[src/rmq_sqrt_pipe.sv]
// ---------------------------------------------------------------------------
// rmq_sqrt_pipe: pipelined integer square root
// Digit-by-digit floor square root, one root bit per register stage. A side
// word travels alongside each operand.
// ---------------------------------------------------------------------------
module rmq_sqrt_pipe #(
  parameter int XW     = 32,
  parameter int SIDE_W = 8
) (
  input  logic                clk,
  input  logic                rst_n,
  input  logic                en,
  input  logic                in_valid,
  input  logic [XW-1:0]       in_x,
  input  logic [SIDE_W-1:0]   in_side,
  output logic                out_valid,
  output logic [XW/2-1:0]     out_root,
  output logic [SIDE_W-1:0]   out_side
);

  localparam int RTW = XW / 2;

  logic [RTW:0]        vld_s;
  logic [XW-1:0]       x_s    [RTW+1];
  logic [RTW:0]        rem_s  [RTW+1];
  logic [RTW-1:0]      root_s [RTW+1];
  logic [SIDE_W-1:0]   side_s [RTW+1];

  assign vld_s[0]  = in_valid;
  assign x_s[0]    = in_x;
  assign rem_s[0]  = '0;
  assign root_s[0] = '0;
  assign side_s[0] = in_side;

  // One stage per root bit: bring down two radicand bits, try 4*root+1.
  for (genvar k = 0; k < RTW; k++) begin : g_stage
    logic [RTW+2:0] rem_sh;
    logic [RTW+2:0] trial;
    logic [RTW+2:0] diff;
    logic           ge;
    logic [RTW:0]   rem_nxt;
    logic           vld_r;
    logic [XW-1:0]  x_r;
    logic [RTW:0]   rem_r;
    logic [RTW-1:0] root_r;
    logic [SIDE_W-1:0] side_r;

    always_comb begin
      rem_sh  = {rem_s[k], x_s[k][XW-1:XW-2]};
      trial   = {1'b0, root_s[k], 2'b01};
      diff    = rem_sh - trial;
      ge      = (rem_sh >= trial);
      rem_nxt = ge ? diff[RTW:0] : rem_sh[RTW:0];
    end

    always_ff @(posedge clk) begin
      if (!rst_n) begin
        vld_r <= 1'b0;
      end else if (en) begin
        vld_r <= vld_s[k];
      end
    end

    always_ff @(posedge clk) begin
      if (en) begin
        x_r    <= {x_s[k][XW-3:0], 2'b00};
        rem_r  <= rem_nxt;
        root_r <= {root_s[k][RTW-2:0], ge};
        side_r <= side_s[k];
      end
    end

    assign vld_s[k+1]  = vld_r;
    assign x_s[k+1]    = x_r;
    assign rem_s[k+1]  = rem_r;
    assign root_s[k+1] = root_r;
    assign side_s[k+1] = side_r;
  end

  assign out_valid = vld_s[RTW];
  assign out_root  = root_s[RTW];
  assign out_side  = side_s[RTW];

  // The final remainder never exceeds twice the root.
  property p_rem_bound;
    @(posedge clk) disable iff (!rst_n)
      vld_s[RTW] |-> (rem_s[RTW] <= {root_s[RTW], 1'b0});
  endproperty
  a_rem_bound: assert property (p_rem_bound) else $error("sqrt remainder too large");

  // A zero radicand gives a zero first root bit.
  property p_zero_root;
    @(posedge clk) disable iff (!rst_n)
      (en && in_valid && (in_x == '0)) |=> (vld_s[1] && (root_s[1] == '0));
  endproperty
  a_zero_root: assert property (p_zero_root) else $error("sqrt first bit wrong");

  // The first stage starts from a cleared remainder, so its remainder is at most 3.
  property p_first_rem;
    @(posedge clk) disable iff (!rst_n)
      vld_s[1] |-> (rem_s[1] <= 3);
  endproperty
  a_first_rem: assert property (p_first_rem) else $error("sqrt first remainder");

endmodule

[config.mk]
export PLATFORM = sky130hd
export DESIGN_NAME = rmq_sqrt_pipe
export DESIGN_NICKNAME = d
export VERILOG_FILES = /design/src/rmq_sqrt_pipe.sv
export SDC_FILE = /design/constraint.sdc
export NUM_CORES = 1
export LEC_CHECK = 0
export BUFFER_PORTS_ARGS = -buffer_cell sky130_fd_sc_hd__buf_2
export CELL_PAD_IN_SITES_DETAIL_PLACEMENT = 1
export CELL_PAD_IN_SITES_GLOBAL_PLACEMENT = 2
export CORE_MARGIN = 2
export CORE_UTILIZATION = 46
export CTS_CLUSTER_SIZE = 8
export DETAILED_ROUTE_END_ITERATION = 6
export GPL_ROUTABILITY_DRIVEN = 0
export GPL_TIMING_DRIVEN = 0
export PLACE_DENSITY_LB_ADDON = 0.1
export SLEW_MARGIN = 5
export SYNTH_ARGS = -nofsm -noshare
export SYNTH_HDL_FRONTEND = slang
export SYNTH_SLANG_ARGS = --single-unit
[constraint.sdc]
create_clock -name clk -period 3.55 [get_ports clk]
set_input_delay 0.1775 -clock clk [delete_from_list [all_inputs] [get_ports clk]]
set_output_delay 0.1775 -clock clk [all_outputs]
set_load 0.05 [all_outputs]
# Word level (Yosys, flattened, before mapping)
# Cells that the tools add are included.
word_totals:
  reg_bits: 761
  inputBits: 44
  out_inout_bits: 25
  word_cells: 125
classes:
  n_addsub: 15
  n_lt_le_gt_ge: 16
  mux: 15
op_table:
  columns: ["operator", "n"]
  rows:
  - ["$mux 17", 14]
  - ["$ge 19x10->1", 1]
  - ["$ge 19x11->1", 1]
  - ["$ge 19x12->1", 1]
  - ["$ge 19x13->1", 1]
  - ["$ge 19x14->1", 1]
  - ["$ge 19x15->1", 1]
  - ["$ge 19x16->1", 1]
  - ["$ge 19x17->1", 1]
  - ["$ge 19x3->1", 1]
  - ["$ge 19x4->1", 1]
  - ["$ge 19x5->1", 1]
  - ["$ge 19x6->1", 1]
  - ["$ge 19x7->1", 1]
  - ["$ge 19x8->1", 1]
  - ["$ge 19x9->1", 1]
  - ["$sub 17x10->17", 1]
  - ["$sub 17x11->17", 1]
  - ["$sub 17x12->17", 1]
  - ["$sub 17x13->17", 1]
  - ["$sub 17x14->17", 1]
  - ["$sub 17x15->17", 1]
  - ["$sub 17x16->17", 1]
  - ["$sub 17x3->17", 1]
  - ["9 further kinds", 9]

# Logic depth before layout (Yosys ltp)
# Gate-level depths: netlist of run 1.
depth:
  depth_word: 2
  ltp_mapped: 12
  ltp_nobuf: 9

# Least setup slack after synthesis of run 1
# Ideal clock, no wire load.
synth_timing:
  path_type: "reg-to-reg"
  startpoint: "register g_stage[10].rem_r[0]"
  endpoint: "register g_stage[11].rem_r[10], data pin"
  setup_time_ns: 0.260
  arrival_time_ns: 2.511
  t_required_ns: 3.290
  setup_slack_ns: 0.778
  path_stages_with_launch: 11
  path_buffers: 2
  period_less_slack_ns: 2.772
  path_cell_list: "edfxtp_1 ha_1 o21a_1 or4_4 and4b_4 o311ai_4 and3_1 buf_4 inv_2 buf_6 mux2_4"
synth_via:
  elab_chain_cells: 2
  word_cells_on_any_way: 3
  classes_between: "1 x add/sub; 1 x order compare; 1 x mux"
synth_rtl:
  columns: ["element", "line", "rtl"]
  rows:
  - ["from (decl)", "44", "logic [RTW:0] rem_r;"]
  - ["from (signal assigned)", "67", "rem_r <= rem_nxt;"]
  - ["$ge 19x13->1", "52", "ge = (rem_sh >= trial);"]
  - ["named net g_stage[11].ge", "40", "logic ge;"]
  - ["$mux 17", "53", "rem_nxt = ge ? diff[RTW:0] : rem_sh[RTW:0];"]
  - ["named net g_stage[11].rem_nxt[10]", "41", "logic [RTW:0] rem_nxt;"]
  - ["to (signal assigned)", "67", null]
  - ["to (decl)", "44", null]
# The timed path passes the listed nets, and every way through them passes these cells.
# A chain may end at the register's enable or synchronous reset.

# Final worst setup path of run 1
layout_timing:
  startpoint: "register g_stage[13].root_r[1]"
  endpoint: "register g_stage[14].rem_r[11], data pin"
layout_via:
  elab_chain_cells: 2
  word_cells_on_any_way: 3
  classes_between: "1 x add/sub; 1 x order compare; 1 x mux"
layout_rtl:
  columns: ["element", "line", "rtl"]
  rows:
  - ["from (decl)", "45", "logic [RTW-1:0] root_r;"]
  - ["from (signal assigned)", "68", "root_r <= {root_s[k][RTW-2:0], ge};"]
  - ["$sub 17x16->17 / $ge 19x16->1 (equally long branches)", "51, 52", null]
  - ["$mux 17 (*)", "53", null]
  - ["named net g_stage[14].rem_nxt[11]", "41", null]
  - ["to (signal assigned)", "67", null]
  - ["to (decl)", "44", null]
# The timed path passes the listed nets; every way through them passes the cells marked *.

==> out/metrics.cfg, run 1 <==
[floorplan]
die_height_um=273
dieArea_mm2=0.0746
io_pins=69
fp-row-count=98
initial_core_util=0.466
die_w_um=273
core_area_mm2=0.0716

[layout]
final_nets=2779
area_delta_synth_final_pct=15.2
insertedDiodeCount=0
instances_no_fill=3560
drive_gt1_frac=0.112
fill_cells=7048

[timing]
max_freq_mhz=293
final-max-slew-violation-count=0
setup_viol=0
hold_viol=0
slew_headroom=0.257
timing.final.crit_share=0.962
rsz0062_at_grt=false
holdWs_ns=0.209
skew_ns=0.0592
finalCriticalPeriod_ns=3.42
tightest_slew_ns=1.09

[grt]
grt_start_max_net_pins=126
grt_pass1_vias=20000
grt_usage=0.171
grt_antenna_before_repair=0
grt-ovfl-total=0
grt_pass1_wl_mm=103

[setup_path]
crit_fanout=10
crit_arrival_ns=3.82
required_ns=3.95
worstSetupStartpointType=flop
path_cells=inv_1 -> ha_1 -> o211ai_1 -> a2111oi_0 -> a221oi_1 -> a211oi_1 -> nor2_2 -> buf_2 -> mux2_2
cp-end-kind=flop
critPathSlowestCell=a211oi_1
crit_type=reg -> reg
slowest_delay_ns=0.68

[run]
cap_viol_max_count=0

[power_and_ir_drop]
irDropWorstVdd_mv=0.509
power_uw=23400
p_leak_uw=0.0145
power_density_mw_per_mm2=609

[yosys]
synthCells=2356
synthDistinctLibCells=80
syn_nets=2552
ys_ff_latch=757
yosysSeqAreaShare=0.677
synth-edff-count=741
ys.flop_type=edfxtp_1
syn_area_mm2=0.0333
ys_warn_count=0
async_flop_share=0
avgSynthCellArea_um2=14.1

[cts]
insertion_delay_ns=0.67
cts_root_buf=clkbuf_16
cts_made_buffers=104
cts_sinks=757
h-tree-depth=3
cts_resized=0
path_clk_slew_ns=0.05
cts_tree=built
cts_buffer_depth=3

[drt]
first_pass_iters=5
ant_nets=0
drtIter0Drc=1013
num_vias=18900
routedWlPerCell_um=17.9
wl_mm=63.6
route.detailed.drc=0
viasPerCell=5.31

[place]
place.detailed.hpwl_mm=44.9
port_buffers=68
dp_cells=3380

[worst_hold_path]
hp-class=in -> reg

[run_status]
status=complete, no violations

-- Yosys cell counts (30+ instances only) --
| cell | n | share of area |
|---|---|---|
| o21ai_0 | 72 | 0.011 |
| nand4_1 | 31 | 0.0058 |
| a21o_1 | 34 | 0.0077 |
| clkbuf_1 | 30 | 0.0034 |
| o21a_1 | 44 | 0.0099 |
| ha_1 | 152 | 0.057 |
| nand2_1 | 94 | 0.011 |
| a21oi_1 | 111 | 0.017 |
| nor2_1 | 144 | 0.016 |
| nor2b_1 | 40 | 0.0075 |
| edfxtp_1 | 741 | 0.67 |
| mux2_2 | 49 | 0.017 |
| inv_1 | 189 | 0.021 |
| xor2_1 | 69 | 0.018 |
| nand3_1 | 44 | 0.0066 |
| xnor2_1 | 86 | 0.023 |
| nor3_1 | 53 | 0.0080 |
-- path summary, 6_finish.rpt --
check	startpoint	endpoint	slack, ns	depth (start not counted)
setup reg to reg	g_stage[13].root_r[1]	g_stage[14].rem_r[11]	0.13	9
hold / removal	in_side[2]	g_stage[0].side_r[2]	0.21	2
setup / recovery	g_stage[13].root_r[1]	g_stage[14].rem_r[11]	0.13	9
hold reg to reg	g_stage[8].x_r[24]	g_stage[9].x_r[26]	0.38	0
-- where the power goes --
group / switching (uW) / internal [uW]
clock: 3580 / 5260
sequential: 466 / 10900
combinational: 1820 / 1380
total: 5860 / 17500
-- timing repair --
item,CTS,global route
hold buffers,44,0
hold endpoints to repair,83,0
buffers inserted,0,3
endpoints found under the setup margin,0,6
-- layout by cell type (no fill, tap or decap), types with 19 or more instances in the layout --
cell type,n
buf_2,73
nor3_1,53
mux2i_1,26
nand2b_1,23
ha_1,152
clkbuf_1,52
a21oi_1,111
nor2_1,144
o31ai_1,21
nor4_1,26
nand4_1,31
dlygate4sd3_1,44
xor2_1,69
o21a_1,44
nor2b_1,40
a21o_1,34
o21ai_0,72
clkbuf_16,104
xnor2_1,86
edfxtp_1,741
mux2_2,49
nand2_1,94
a211oi_1,19
nand3_1,44
or3_1,27
inv_1,189
-- layout make-up --
cell class                      count  area [um2]  area share
Clock buffer                      126        2690      0.0699
Multi-Input combinational cell   1365        9850       0.256
Inverter                          191         717      0.0187
Tap cell                          950        1190      0.0310
Buffer                             43         200     0.00521
Timing Repair Buffer              121         978      0.0255
Sequential cell                   757       22600       0.588
Clock inverter                      7         210     0.00547
-- registers in the layout, indices dropped and copies added (netlist names) --
| register | count |
|---|---|
| g_stage.x_r | 240 |
| g_stage.root_r | 120 |
| g_stage.rem_r | 237 |
| out_side | 8 |
| out_valid | 1 |
| out_root | 16 |
| g_stage.vld_r | 15 |
| g_stage.side_r | 120 |
-- cells by family after synthesis --
logic type                 synth area share
DFF                                   0.677
and+or+nand+nor                      0.0890
AOI/OAI and AO/OA                    0.0796
buffers and inverters                0.0275
xor gates and xnor gates             0.0407
adders and majority gates            0.0571
muxes                                0.0289
other                              0.000112
-- critical path, delay by kind of cell, from the launching register on --
kind	cells	cell delay, ns
simple gates	1	0.17
compound gates	4	1.56
mux	1	0.33
fa+ha+maj	1	0.36
buf+inv	2	0.34
flops	1	0.40
-- metal layers --
layer / global-route usage / part of all wire / up-vias
met3: 0.0288 / 0.034 / 99
li1: - / - / 9248
met5: 0 / 0 / -
met1: 0.217 / 0.44 / 9271
met4: 0.0591 / 0.023 / 0
met2: 0.298 / 0.50 / 271
-- through the flow --
stage / worst slack (ns) / util / instance area [um2] / TNS, ns
finish: 0.134 / 0.536 / 38400 / 0
global route: 0.0113 / 0.536 / 38400 / 0
CTS: 0.118 / 0.536 / 38400 / 0
detailed placement: 0.127 / 0.489 / 35000 / 0
global placement: -9.22 / 0.487 / 34900 / -6502.37
floorplan: 0.778 / - / 33300 / 0
(Power assumes the default switching activity.)
==> inputs of run 2 (changes only) <==
Settings changed: CORE_UTILIZATION 46 to 41, SKIP_CTS_REPAIR_TIMING set to 1.
Clock period 3.55 ns to 2.8 ns, I/O delays scaled along.
==> run 2 against run 1 <==
The flow now finishes with violations (negative setup slack). Critical path type unchanged. Fmax up 18%. Sequential cell count unchanged. Highest routed layer unchanged. Clock power up 29%. Clock skew up 0.0067 ns. Count of clock-buffer cells in the layout up 1. Largest power group unchanged.
==> out/metrics.cfg, run 2 (synthesis gave the netlist of run 1 again) <==
[layout]
fill_cells=7932
drive_gt1_frac=0.148
insertedDiodeCount=0
multi_input_area_mm2=0.0103
final_nets=2796
final_cell_mix=edfxtp_1, inv_1, nor2_1
largest_reg_flops=240
layout_commonest_cell=edfxtp_1
top_regs=g_stage.x_r: 240 flops, g_stage.rem_r: 237 flops
instances_no_fill=3690
area_delta_synth_final_pct=18.0
register_area_mm2=0.0226
top_register=g_stage.x_r

[place]
dp_slack_ns=-0.650
dp_cells=3490
port_buffers=68
place.detailed.hpwl_mm=46.1

[power_and_ir_drop]
internal_power_uw=22600
pwr-share-comb=0.143
irDropWorstVdd_mv=0.568
power.net_switching_uw=7600
power_density_mw_per_mm2=767
power_frac_seq=0.479
p_sw_frac=0.252
p_leak_uw=0.0148
clock_power_share=0.378

[floorplan]
die_height_um=289
die_w_um=289
initial_core_util=0.414
fp-row-count=104
dieArea_mm2=0.0836
core_area_mm2=0.0805
io_pins=69

[drt]
drtIter0Drc=781
first_pass_iters=5
ant_nets=0
route.detailed.drc=0
wl_mm=65.9
viasPerCell=5.14
routedWlPerCell_um=17.8
num_vias=19000

[worst_hold_path]
hp-class=in -> reg
hold_depth=2
min-delay-start=in_side[0]
whs_endpoint=g_stage[0].side_r[0]

[timing]
max_freq_mhz=346
finalCriticalPeriod_ns=2.89
fin_ws_ns=-0.0929
final-max-slew-violation-count=0
setup_viol=11
rsz0062_at_grt=true
hold_viol=0
holdWs_ns=0.155
timing.final.crit_share=1.03
final.setup.tns_ns=-0.742
tightest_slew_ns=0.880
skew_ns=0.0659
slew_headroom=0.412

[setup_path]
worstSetupStartpointType=flop
crit_fanout=5
worstReg2RegEnd=g_stage[11].rem_r[11]
slowest_delay_ns=0.59
critPathSlowestCell=or4_4
reg2reg_depth=9
crit_arrival_ns=3.27
rr_startpoint=g_stage[10].rem_r[2]
crit_type=reg -> reg
path_cells=ha_1 -> or4_4 -> and4b_4 -> o311ai_4 -> and3_1 -> buf_6 -> inv_8 -> clkbuf_16 -> mux2_4
cp-end-kind=flop
required_ns=3.18
setup.reg_to_reg.worst_slack_ns=-0.09

[cts]
cts_tree=built
insertion_delay_ns=0.69
cts_sinks=757
cts_root_buf=clkbuf_16
path_clk_slew_ns=0.05
h-tree-depth=3
cts_made_buffers=105
cts_buffer_depth=3

[grt]
grt_antenna_before_repair=0
grt_usage=0.156
grt_start_max_net_pins=127
grt-ovfl-total=0
grt_pass1_vias=19900
grt_pass1_wl_mm=104

[run_status]
status=finished with violations
violations=negative setup slack

[run]
cap_viol_max_count=0

==> run 2: worst max-delay path, delay by kind of cell, from the launching register on <==
family / cells / cell delay, ns
AOI/OAI and AO/OA: 1 / 0.24
DFF: 1 / 0.42
muxes: 1 / 0.29
buffers and inverters: 3 / 0.35
adders and majority gates: 1 / 0.27
and+or+nand+nor: 3 / 1.05
==> run 2: worst max path at each step <==
stage / from / endpoint / cells after the start
finish: g_stage[10].rem_r[2] / g_stage[11].rem_r[11] / 9
global route: g_stage[10].root_r[0] / g_stage[11].rem_r[10] / 11
CTS: g_stage[13].root_r[0] / g_stage[14].rem_r[11] / 9
detailed placement: g_stage[13].root_r[0] / g_stage[14].rem_r[11] / 9
global placement: en / g_stage[5].vld_r / 5
floorplan: g_stage[10].rem_r[0] / g_stage[11].rem_r[10] / 10
==> run 2: metrics by stage <==
step	power [uW]	util	area, um2
2_1_floorplan	17300	-	33300
3_3_place_gp	18700	0.435	35000
3_5_place_dp	18600	0.437	35200
4_1_cts	30300	0.473	38100
5_1_grt	31600	0.489	39300
6_report	30200	0.489	39300
==> run 2: cell type report <==
type	count	area share
clock inverter	10	0.00630
inverter	191	0.0184
sequential	757	0.574
buffer	28	0.00521
timing repair buffer	152	0.0321
tap	1060	0.0337
clock buffer	127	0.0689
multi-input combinational	1365	0.262
==> run 2: metal layers <==
| metal | vias to the layer above | track usage | share of wire |
|---|---|---|---|
| met3 | 119 | 0.0331 | 0.037 |
| li1 | 9290 | - | - |
| met2 | 253 | 0.267 | 0.49 |
| met1 | 9318 | 0.196 | 0.45 |
| met5 | - | 0 | 0 |
| met4 | 0 | 0.0505 | 0.026 |
==> run 2: power by group through the flow <==
stage	clock network [uW]	registers, uW	logic, uW
after global placement	0	14900	3850
after global routing	12300	14600	4840
final	11400	14400	4320
after floorplan	0	14400	2840
after CTS	11800	14400	4020
after detailed placement	0	14600	3990
